--- src/rtl/tccw_pkg.sv ---
// Shared constants, types and control structs of the text console writer.
package tccw_pkg;

    localparam int COLUMNS    = 80;
    localparam int ROWS       = 25;
    localparam int CELL_COUNT = COLUMNS * ROWS;

    localparam int INDEX_W = 11;
    localparam int COL_W   = 7;
    localparam int ROW_W   = 5;
    localparam int BYTE_W  = 8;
    localparam int CELL_W  = 16;

    localparam logic [COL_W:0]     COL_LIMIT   = (COL_W + 1)'(COLUMNS);
    localparam logic [ROW_W:0]     ROW_LIMIT   = (ROW_W + 1)'(ROWS);
    localparam logic [ROW_W-1:0]   LAST_ROW    = ROW_W'(ROWS - 1);
    localparam logic [INDEX_W:0]   CELL_LIMIT  = (INDEX_W + 1)'(CELL_COUNT);
    localparam logic [INDEX_W-1:0] LAST_CELL   = INDEX_W'(CELL_COUNT - 1);
    localparam logic [INDEX_W-1:0] BLANK_START = INDEX_W'((ROWS - 1) * COLUMNS);
    localparam logic [INDEX_W-1:0] COLUMNS_IDX = INDEX_W'(COLUMNS);

    localparam logic [BYTE_W-1:0] NEWLINE_CODE    = 8'h0A;
    localparam logic [BYTE_W-1:0] SPACE_CODE      = 8'h20;
    localparam logic [BYTE_W-1:0] RESET_ATTRIBUTE = 8'h0F;
    localparam logic [CELL_W-1:0] RESET_CELL      = {RESET_ATTRIBUTE, SPACE_CODE};

    localparam logic CMD_PUT  = 1'b0;
    localparam logic CMD_READ = 1'b1;

    typedef enum logic [2:0] {
        ST_INIT,
        ST_IDLE,
        ST_EXEC,
        ST_RESP,
        ST_COPY,
        ST_DRAIN,
        ST_BLANK
    } state_t;

    typedef struct packed {
        logic capture;
        logic exec;
        logic init_write;
        logic copy_read;
        logic blank_write;
        logic ptr_load_copy;
        logic ptr_load_blank;
        logic load_out;
        logic out_from_next;
    } ctrl_cmd_t;

    typedef struct packed {
        logic is_put;
        logic scroll_now;
        logic slot_free;
        logic ptr_last;
    } ctrl_status_t;

endpackage

--- src/rtl/tccw_ctrl.sv ---
// Controller state machine of the text console writer.
module tccw_ctrl
(
    input  logic                  clk,
    input  logic                  rst_n,
    input  logic                  cmd_valid,
    input  tccw_pkg::ctrl_status_t status,
    output logic                  cmd_stall,
    output tccw_pkg::ctrl_cmd_t    ctrl
);

    tccw_pkg::state_t state_reg;
    tccw_pkg::state_t state_next;

    always_ff @(posedge clk or negedge rst_n)
    begin
        if (!rst_n)
        begin
            state_reg <= tccw_pkg::ST_INIT;
        end
        else
        begin
            state_reg <= state_next;
        end
    end

    always_comb
    begin
        state_next = state_reg;
        unique case (state_reg)
            tccw_pkg::ST_INIT:
            begin
                if (status.ptr_last)
                begin
                    state_next = tccw_pkg::ST_IDLE;
                end
            end
            tccw_pkg::ST_IDLE:
            begin
                if (cmd_valid)
                begin
                    state_next = tccw_pkg::ST_EXEC;
                end
            end
            tccw_pkg::ST_EXEC:
            begin
                if (status.is_put && status.scroll_now)
                begin
                    state_next = tccw_pkg::ST_COPY;
                end
                else if (status.slot_free)
                begin
                    state_next = tccw_pkg::ST_IDLE;
                end
                else
                begin
                    state_next = tccw_pkg::ST_RESP;
                end
            end
            tccw_pkg::ST_RESP:
            begin
                if (status.slot_free)
                begin
                    state_next = tccw_pkg::ST_IDLE;
                end
            end
            tccw_pkg::ST_COPY:
            begin
                if (status.ptr_last)
                begin
                    state_next = tccw_pkg::ST_DRAIN;
                end
            end
            tccw_pkg::ST_DRAIN:
            begin
                state_next = tccw_pkg::ST_BLANK;
            end
            tccw_pkg::ST_BLANK:
            begin
                if (status.ptr_last)
                begin
                    state_next = tccw_pkg::ST_RESP;
                end
            end
            default:
            begin
                state_next = tccw_pkg::ST_INIT;
            end
        endcase
    end

    always_comb
    begin
        ctrl      = '0;
        cmd_stall = 1'b1;
        unique case (state_reg)
            tccw_pkg::ST_INIT:
            begin
                ctrl.init_write = 1'b1;
            end
            tccw_pkg::ST_IDLE:
            begin
                cmd_stall    = 1'b0;
                ctrl.capture = cmd_valid;
            end
            tccw_pkg::ST_EXEC:
            begin
                ctrl.exec = 1'b1;
                if (status.is_put && status.scroll_now)
                begin
                    ctrl.ptr_load_copy = 1'b1;
                end
                else if (status.slot_free)
                begin
                    ctrl.load_out      = 1'b1;
                    ctrl.out_from_next = 1'b1;
                end
            end
            tccw_pkg::ST_RESP:
            begin
                ctrl.load_out = status.slot_free;
            end
            tccw_pkg::ST_COPY:
            begin
                ctrl.copy_read = 1'b1;
            end
            tccw_pkg::ST_DRAIN:
            begin
                ctrl.ptr_load_blank = 1'b1;
            end
            tccw_pkg::ST_BLANK:
            begin
                ctrl.blank_write = 1'b1;
            end
            default:
            begin
                ctrl = '0;
            end
        endcase
    end

endmodule

--- config.mk ---
export PLATFORM = sky130hd
export DESIGN_NAME = tccw_ctrl
export DESIGN_NICKNAME = d
export VERILOG_FILES = /design/src/rtl/tccw_pkg.sv /design/src/rtl/tccw_ctrl.sv
export SDC_FILE = /design/constraint.sdc
export NUM_CORES = 1
export LEC_CHECK = 0
export BUFFER_PORTS_ARGS = -buffer_cell sky130_fd_sc_hd__buf_2
export CORE_AREA = 4 4 41 43
export DETAILED_ROUTE_END_ITERATION = 8
export DIE_AREA = 0 0 45 47
export GPL_TIMING_DRIVEN = 0
export PLACE_DENSITY_LB_ADDON = 0.3
export SYNTH_ARGS = -nofsm -noshare
export SYNTH_HDL_FRONTEND = slang
export SYNTH_SLANG_ARGS = --single-unit
--- constraint.sdc ---
create_clock -name clk -period 1.8 [get_ports clk]
set_input_delay 0.36 -clock clk [delete_from_list [all_inputs] [get_ports clk]]
set_output_delay 0.36 -clock clk [all_outputs]
set_load 0.03 [all_outputs]
==> results.sh, run 1 <==
export IMPL_utilization_pct=31.1
export IMPL_ys_seq_area_share_pct=28.6
export IMPL_crit_path_start_kind="flop"
export IMPL_antenna_left=0
export IMPL_reg2reg_slack_ns=0.71
export IMPL_rows=13
export IMPL_synth_top_family_by_area="simple AND/OR/NAND/NOR gates"
export IMPL_synthXorXnorAreaFrac_pct=0
export IMPL_peakVddDrop_uv=630
export IMPL_worst_path_buf_inv=1
export IMPL_syn_area_sq_um=263
export IMPL_muxShareOfSynthArea_pct=3.81
export IMPL_ff2ff_path_depth=3
export IMPL_dpl_hpwl_um=546
export IMPL_fmax_mhz=575
export IMPL_swShare_pct=51.3
export IMPL_root_buffer="clkbuf_4"
export IMPL_timing_max_cap_violations=0
export IMPL_cts_buffers=3
export IMPL_die_width_um=45
export IMPL_vias_per_cell=4.34
export IMPL_switching_power_uw=405
export IMPL_wl_per_cell_um=10.4
export IMPL_skew_ns=0.00209
export IMPL_arrival_ns=1.38
export IMPL_critPathRequiredTime_ns=1.44
export IMPL_cp_end_kind="primary output"
export IMPL_nets=63
export IMPL_largest_reg_flops=3
export IMPL_grt_pass1_wl_um=1140
export IMPL_synthAdderAreaFrac_pct=0
export IMPL_status="complete, no violations"
export IMPL_initialDrtViolationCount=4
export IMPL_grt_remaining_overflow=0
export IMPL_layout_commonest_cell="buf_2"
export IMPL_hold_viol=0
export IMPL_ys_ff_latch=3
export IMPL_finalCritPeriodShare_pct=96.6
export IMPL_rsz0062_at_grt="false"
export IMPL_routed_via_count=304
export IMPL_dieArea_sq_mm=0.00212
export IMPL_rr_startpoint="state_reg[2]"
export IMPL_power_leakage_uw=0.000225
export IMPL_worst_slack_ns=0.0618
export IMPL_critPathLaunch="state_reg[2]"
export IMPL_synth_area_per_cell_sq_um=7.73
export IMPL_crit_cells=3
export IMPL_synthCells=34
export IMPL_synth_compound_area_share_pct=21.9
export IMPL_path_cells="or3_1, nor2_1, clkbuf_4"
export IMPL_antenna_found_initial=0
export IMPL_cp_max_fo=8
export IMPL_hold_path_class="input port to asynchronous set/reset pin"
export IMPL_worstSetupPathType="flop to primary output"
export IMPL_first_global_vias=266
export IMPL_period_minus_slack_ns=1.74
export IMPL_internal_power_uw=383
export IMPL_diodes=0
export IMPL_wl_um=727
export IMPL_grt_total_usage_pct=7.66
export IMPL_cts_sinks=3
export IMPL_start_util_pct=20.2
export IMPL_drive_above_1_share_pct=43.6
export IMPL_hold_slack_ns=0.454
export IMPL_first_pass_iters=4
export IMPL_setup_viol=0
export IMPL_area_growth_pct=53.8
export IMPL_drc=0
export IMPL_p_comb_share_pct=67.1
export IMPL_grt_max_degree=11
export IMPL_power_density_mw_per_mm2=1950
export IMPL_endpoint="ctrl[8]"
export IMPL_pre_cts_slack_ns=0.301
export IMPL_place_gp_congestion=0.759
export IMPL_path_clk_slew_ns=0.04
export IMPL_p_clk_share_pct=14.9
export IMPL_clock_path_buffers=2
export IMPL_tns_ns=0
export IMPL_syn_num_nets=41
export IMPL_io_pins=17
export IMPL_worst_pin_slew_ns=0.272
export IMPL_insertion_delay_ns=0.23
export IMPL_slew_headroom_pct=81.8
export IMPL_ys_types=20
export IMPL_yosys_warnings=0
export IMPL_final_max_slew_viol_count=0
export IMPL_port_buffers=16
export IMPL_crit_reg2reg_capture="state_reg[0]"
export IMPL_core_area_sq_mm=0.00130
export IMPL_mostFrequentLayoutCells="buf_2 (15), nor2_1 (5), nor3_1 (4), clkbuf_4 (4)"
export IMPL_dieHeight_um=47
export IMPL_stdcell_count=70
export IMPL_ctsHtreeMaxLevel=1
export IMPL_dpl_cell_count=65
export IMPL_cts_tree="built"
export IMPL_cp_slowest_cell="dfrtp_1"
export IMPL_max_stage_delay_ns=0.44
export IMPL_path_delay_family="simple AND/OR/NAND/NOR gates"
export IMPL_synth_simple_area_share_pct=32.9
export IMPL_p_seq_share_pct=17.9
-- layout make-up --
class                   instances  area (sq um)
plain buffers                   2          22.5
clock buffers                   4          26.3
fillers                       157           897
inverters                       4          15.0
multi-input cells              25           154
flip-flops and latches          3          75.1
well taps                      15          18.8
repair buffers                 17          92.6
-- cells in the mapped netlist --
cell type	n	area (sq um)
nand2b_4	1	13.8
a221oi_1	1	8.76
buf_4	1	7.51
o21ai_0	2	10.0
a21o_1	1	7.51
nand3b_1	1	7.51
a21oi_1	1	5.00
inv_2	1	3.75
dfrtp_1	3	75.1
nor2_1	5	18.8
inv_1	3	11.3
nand2_1	2	7.51
o22ai_1	1	6.26
a211oi_1	1	7.51
nor3_1	4	20.0
and3_1	2	12.5
a211oi_2	1	12.5
or3_1	1	6.26
mux2i_1	1	10.0
buf_6	1	11.3
-- power groups by stage --
stage / sequential, uW / clock [uW] / combinational [uW]
after global routing: 149 / 129 / 573
after detailed placement: 141 / 0 / 517
after floorplan: 132 / 0 / 407
after CTS: 141 / 126 / 521
final: 141 / 118 / 529
after global placement: 143 / 0 / 516
-- layer usage --
metal	vias to the layer above	GRT usage [%]	routed length, um
met5	-	0	0
met4	0	5.26	0
met3	0	2.68	80
met2	16	9.32	312
met1	126	10.9	334
li1	162	-	-
-- logic make-up (layout without fill, tap and decap cells) --
logic type             after synthesis  after routing
muxes                                1              1
buffers and inverters                6             27
and+or+nand+nor                     16             16
AOI/OAI and AO/OA                    8              8
DFF                                  3              3
-- through the flow --
step	area, sq um	total power, uW
after floorplan	263	539
after global placement	362	658
after detailed placement	362	658
after CTS	398	788
after global routing	404	852
final	404	788
-- what timing repair did --
item | in CTS | in global routing
resized for setup | 0 | 2
buffers inserted | 0 | 0
hold buffers | 1 | 0
setup endpoints to repair | 0 | 1
endpoints found under the hold margin | 3 | 0
-- how the worst min path moves through the flow --
stage          cells past startpoint            to  slack (ns)  startpoint
6_report                           2  state_reg[1]        0.45       rst_n
5_1_grt                            2  state_reg[1]        0.48       rst_n
4_1_cts                            2  state_reg[1]        0.44       rst_n
3_5_place_dp                       1  state_reg[0]        0.16       rst_n
3_3_place_gp                       1  state_reg[2]        0.16       rst_n
2_1_floorplan                      0  state_reg[0]        0.06       rst_n
No activity file was read; power rests on OpenSTA's default activity.
==> inputs of run 2 (changes only) <==
--- a/config.mk
+++ b/config.mk
@@ -5,7 +5,9 @@
 export SDC_FILE = /design/constraint.sdc
 export NUM_CORES = 1
 export LEC_CHECK = 0
+export ABC_AREA = 1
 export BUFFER_PORTS_ARGS = -buffer_cell sky130_fd_sc_hd__buf_2
+export CAP_MARGIN = 20
 export CORE_AREA = 4 4 41 43
 export DETAILED_ROUTE_END_ITERATION = 8
 export DIE_AREA = 0 0 45 47
==> results.sh, run 2 <==
export IMPL_status="complete, no violations"
export IMPL_critPathRequiredTime_ns=1.44
export IMPL_ys_ff_latch=3
export IMPL_cts_buffers=3
export IMPL_final_max_slew_viol_count=0
export IMPL_max_stage_delay_ns=0.45
export IMPL_ys_seq_area_share_pct=23.0
export IMPL_first_global_vias=342
export IMPL_mostFrequentLayoutCells="nand2_1 (16), buf_2 (16), inv_1 (6), nor2_1 (6)"
export IMPL_hold_viol=0
export IMPL_syn_num_nets=60
export IMPL_synth_main_ff_cell="dfrtp_1"
export IMPL_wl_um=799
export IMPL_drive_above_1_share_pct=41.9
export IMPL_setup_viol=0
export IMPL_place_gp_congestion=0.805
export IMPL_synth_edf_count=0
export IMPL_worstSetupPathType="flop to primary output"
export IMPL_power_density_mw_per_mm2=2020
export IMPL_path_delay_family="flip-flops"
export IMPL_peakVddDrop_uv=587
export IMPL_hold_path_class="input port to flop"
export IMPL_worst_path_buf_inv=2
export IMPL_async_flop_share_pct=100
export IMPL_largest_reg_flops=3
export IMPL_timing_max_cap_violations=0
export IMPL_dpl_hpwl_um=627
export IMPL_grt_total_usage_pct=8.71
export IMPL_area_growth_pct=42.1
export IMPL_synthCells=53
export IMPL_port_buffers=16
export IMPL_vias_per_cell=4.19
export IMPL_cp_end_kind="primary output"
export IMPL_tns_ns=0
export IMPL_drc=0
export IMPL_hold_slack_ns=0.414
export IMPL_path_clk_slew_ns=0.03
export IMPL_clock_path_buffers=2
export IMPL_die_width_um=45
export IMPL_rsz0062_at_grt="false"
export IMPL_yosys_warnings=0
export IMPL_ctsHtreeMaxLevel=1
export IMPL_root_buffer="clkbuf_4"
export IMPL_cp_max_fo=7
export IMPL_worst_pin_slew_ns=0.251
export IMPL_core_area_sq_mm=0.00130
export IMPL_wl_per_cell_um=8.98
export IMPL_slew_headroom_pct=83.3
export IMPL_dieArea_sq_mm=0.00212
export IMPL_period_minus_slack_ns=1.70
export IMPL_diodes=0
export IMPL_grt_remaining_overflow=0
export IMPL_routed_via_count=373
export IMPL_crit_cells=5
export IMPL_min_path_cells=4
export IMPL_antenna_found_initial=0
export IMPL_arrival_ns=1.34
export IMPL_antenna_left=0
export IMPL_path_cells="inv_4, nand2_2, o21bai_1, nor2_1, buf_2"
export IMPL_crit_path_start_kind="flop"
export IMPL_dieHeight_um=47
export IMPL_skew_ns=0.00252
export IMPL_start_util_pct=25.1
export IMPL_syn_area_sq_um=327
export IMPL_synth_area_per_cell_sq_um=6.16
export IMPL_fmax_mhz=587
export IMPL_initialDrtViolationCount=4
export IMPL_grt_max_degree=10
export IMPL_insertion_delay_ns=0.23
export IMPL_cts_tree="built"
export IMPL_power_total_uw=937
export IMPL_netlist_top_cells_area="dfrtp_1 (23%), nand2_1 (18%), nand3_2 (9.2%)"
export IMPL_grt_pass1_wl_um=1320
export IMPL_power_leakage_uw=0.000291
export IMPL_ff2ff_path_depth=7
export IMPL_synthTopCellsByCount="nand2_1 (16), inv_1 (6), nor2_1 (6)"
export IMPL_synth_most_common_cell="nand2_1"
export IMPL_ys_types=17
export IMPL_nets=82
export IMPL_synth_top_area_cell="dfrtp_1"
export IMPL_cp_slowest_cell="dfrtp_1"
export IMPL_yosysTopAreaCellShare_pct=23.0
export IMPL_first_pass_iters=3
export IMPL_finalCritPeriodShare_pct=94.6
export IMPL_rows=13
export IMPL_io_pins=17
export IMPL_cts_sinks=3
## run 2: cell count changes in the layout (fill, tap and decap cells not counted), sizes merged, moves of 2 or more
cell	before	now
nand2	2	18
nand3	0	6
inv	4	9
nor2	5	8
a211oi	2	0
and3	2	0
nor3	4	2
## run 2: worst reg2reg max path, cell delays in order, from the launching register on
cell and delay (ns):
dfrtp_1 0.45, inv_4 0.13, nand2_2 0.07, nand3_2 0.07, nand2_1 0.07, nor2_2 0.11
nand2_1 0.06, nand2_1 0.05
## run 2: report_power, final
group	switching (uW)	leakage [uW]	internal [uW]
clock network	34.1	0.0000150	83.0
registers	33.1	0.0000379	103
logic	456	0.000238	228
total	523	0.000291	414
## run 2: timing repair
item,4_1_cts,5_1_grt
setup buffers,0,0
setup endpoints to repair,0,1
gates resized for setup,0,1
hold buffers,1,0
hold endpoints to repair,3,0
## run 2: kinds of logic after synthesis
family	share of synthesized area, %
compound gates	7.28
buf+inv	18.0
flops	23.0
simple gates	51.7
## run 2: final cells by class
type / instances / area [sq um]
Fill cell: 153 / 837
Tap cell: 15 / 18.8
Buffer: 2 / 22.5
Multi-Input combinational cell: 39 / 193
Inverter: 9 / 38.8
Timing Repair Buffer: 17 / 90.1
Clock buffer: 4 / 26.3
Sequential cell: 3 / 75.1
## run 2: per-layer routing
metal	up-vias	global-route usage (%)	wire length (um)
li1	209	-	-
met1	155	11.0	402
met2	9	13.3	359
met3	0	1.15	37
met4	0	7.02	0
met5	-	0	0
## run 2: worst paths after layout
kind,start,end,slack (ns)
hold reg to reg,state_reg[1],state_reg[1],0.61
max in group asynchronous,rst_n,state_reg[2],1.24
min in group asynchronous,rst_n,state_reg[0],0.45
setup / recovery,state_reg[2],ctrl[1],0.1
setup reg to reg,state_reg[2],state_reg[2],0.71
hold / removal,status[0],state_reg[2],0.41
## run 2: per-stage QoR
step	std cells	cell area, sq um	setup slack, ns	utilization (%)
floorplan	53	327	0.218	-
global placement	84	425	0.310	32.7
detailed placement	84	425	0.323	32.7
CTS	89	462	0.0640	35.5
global route	89	464	0.0271	35.7
finish	89	464	0.0964	35.7
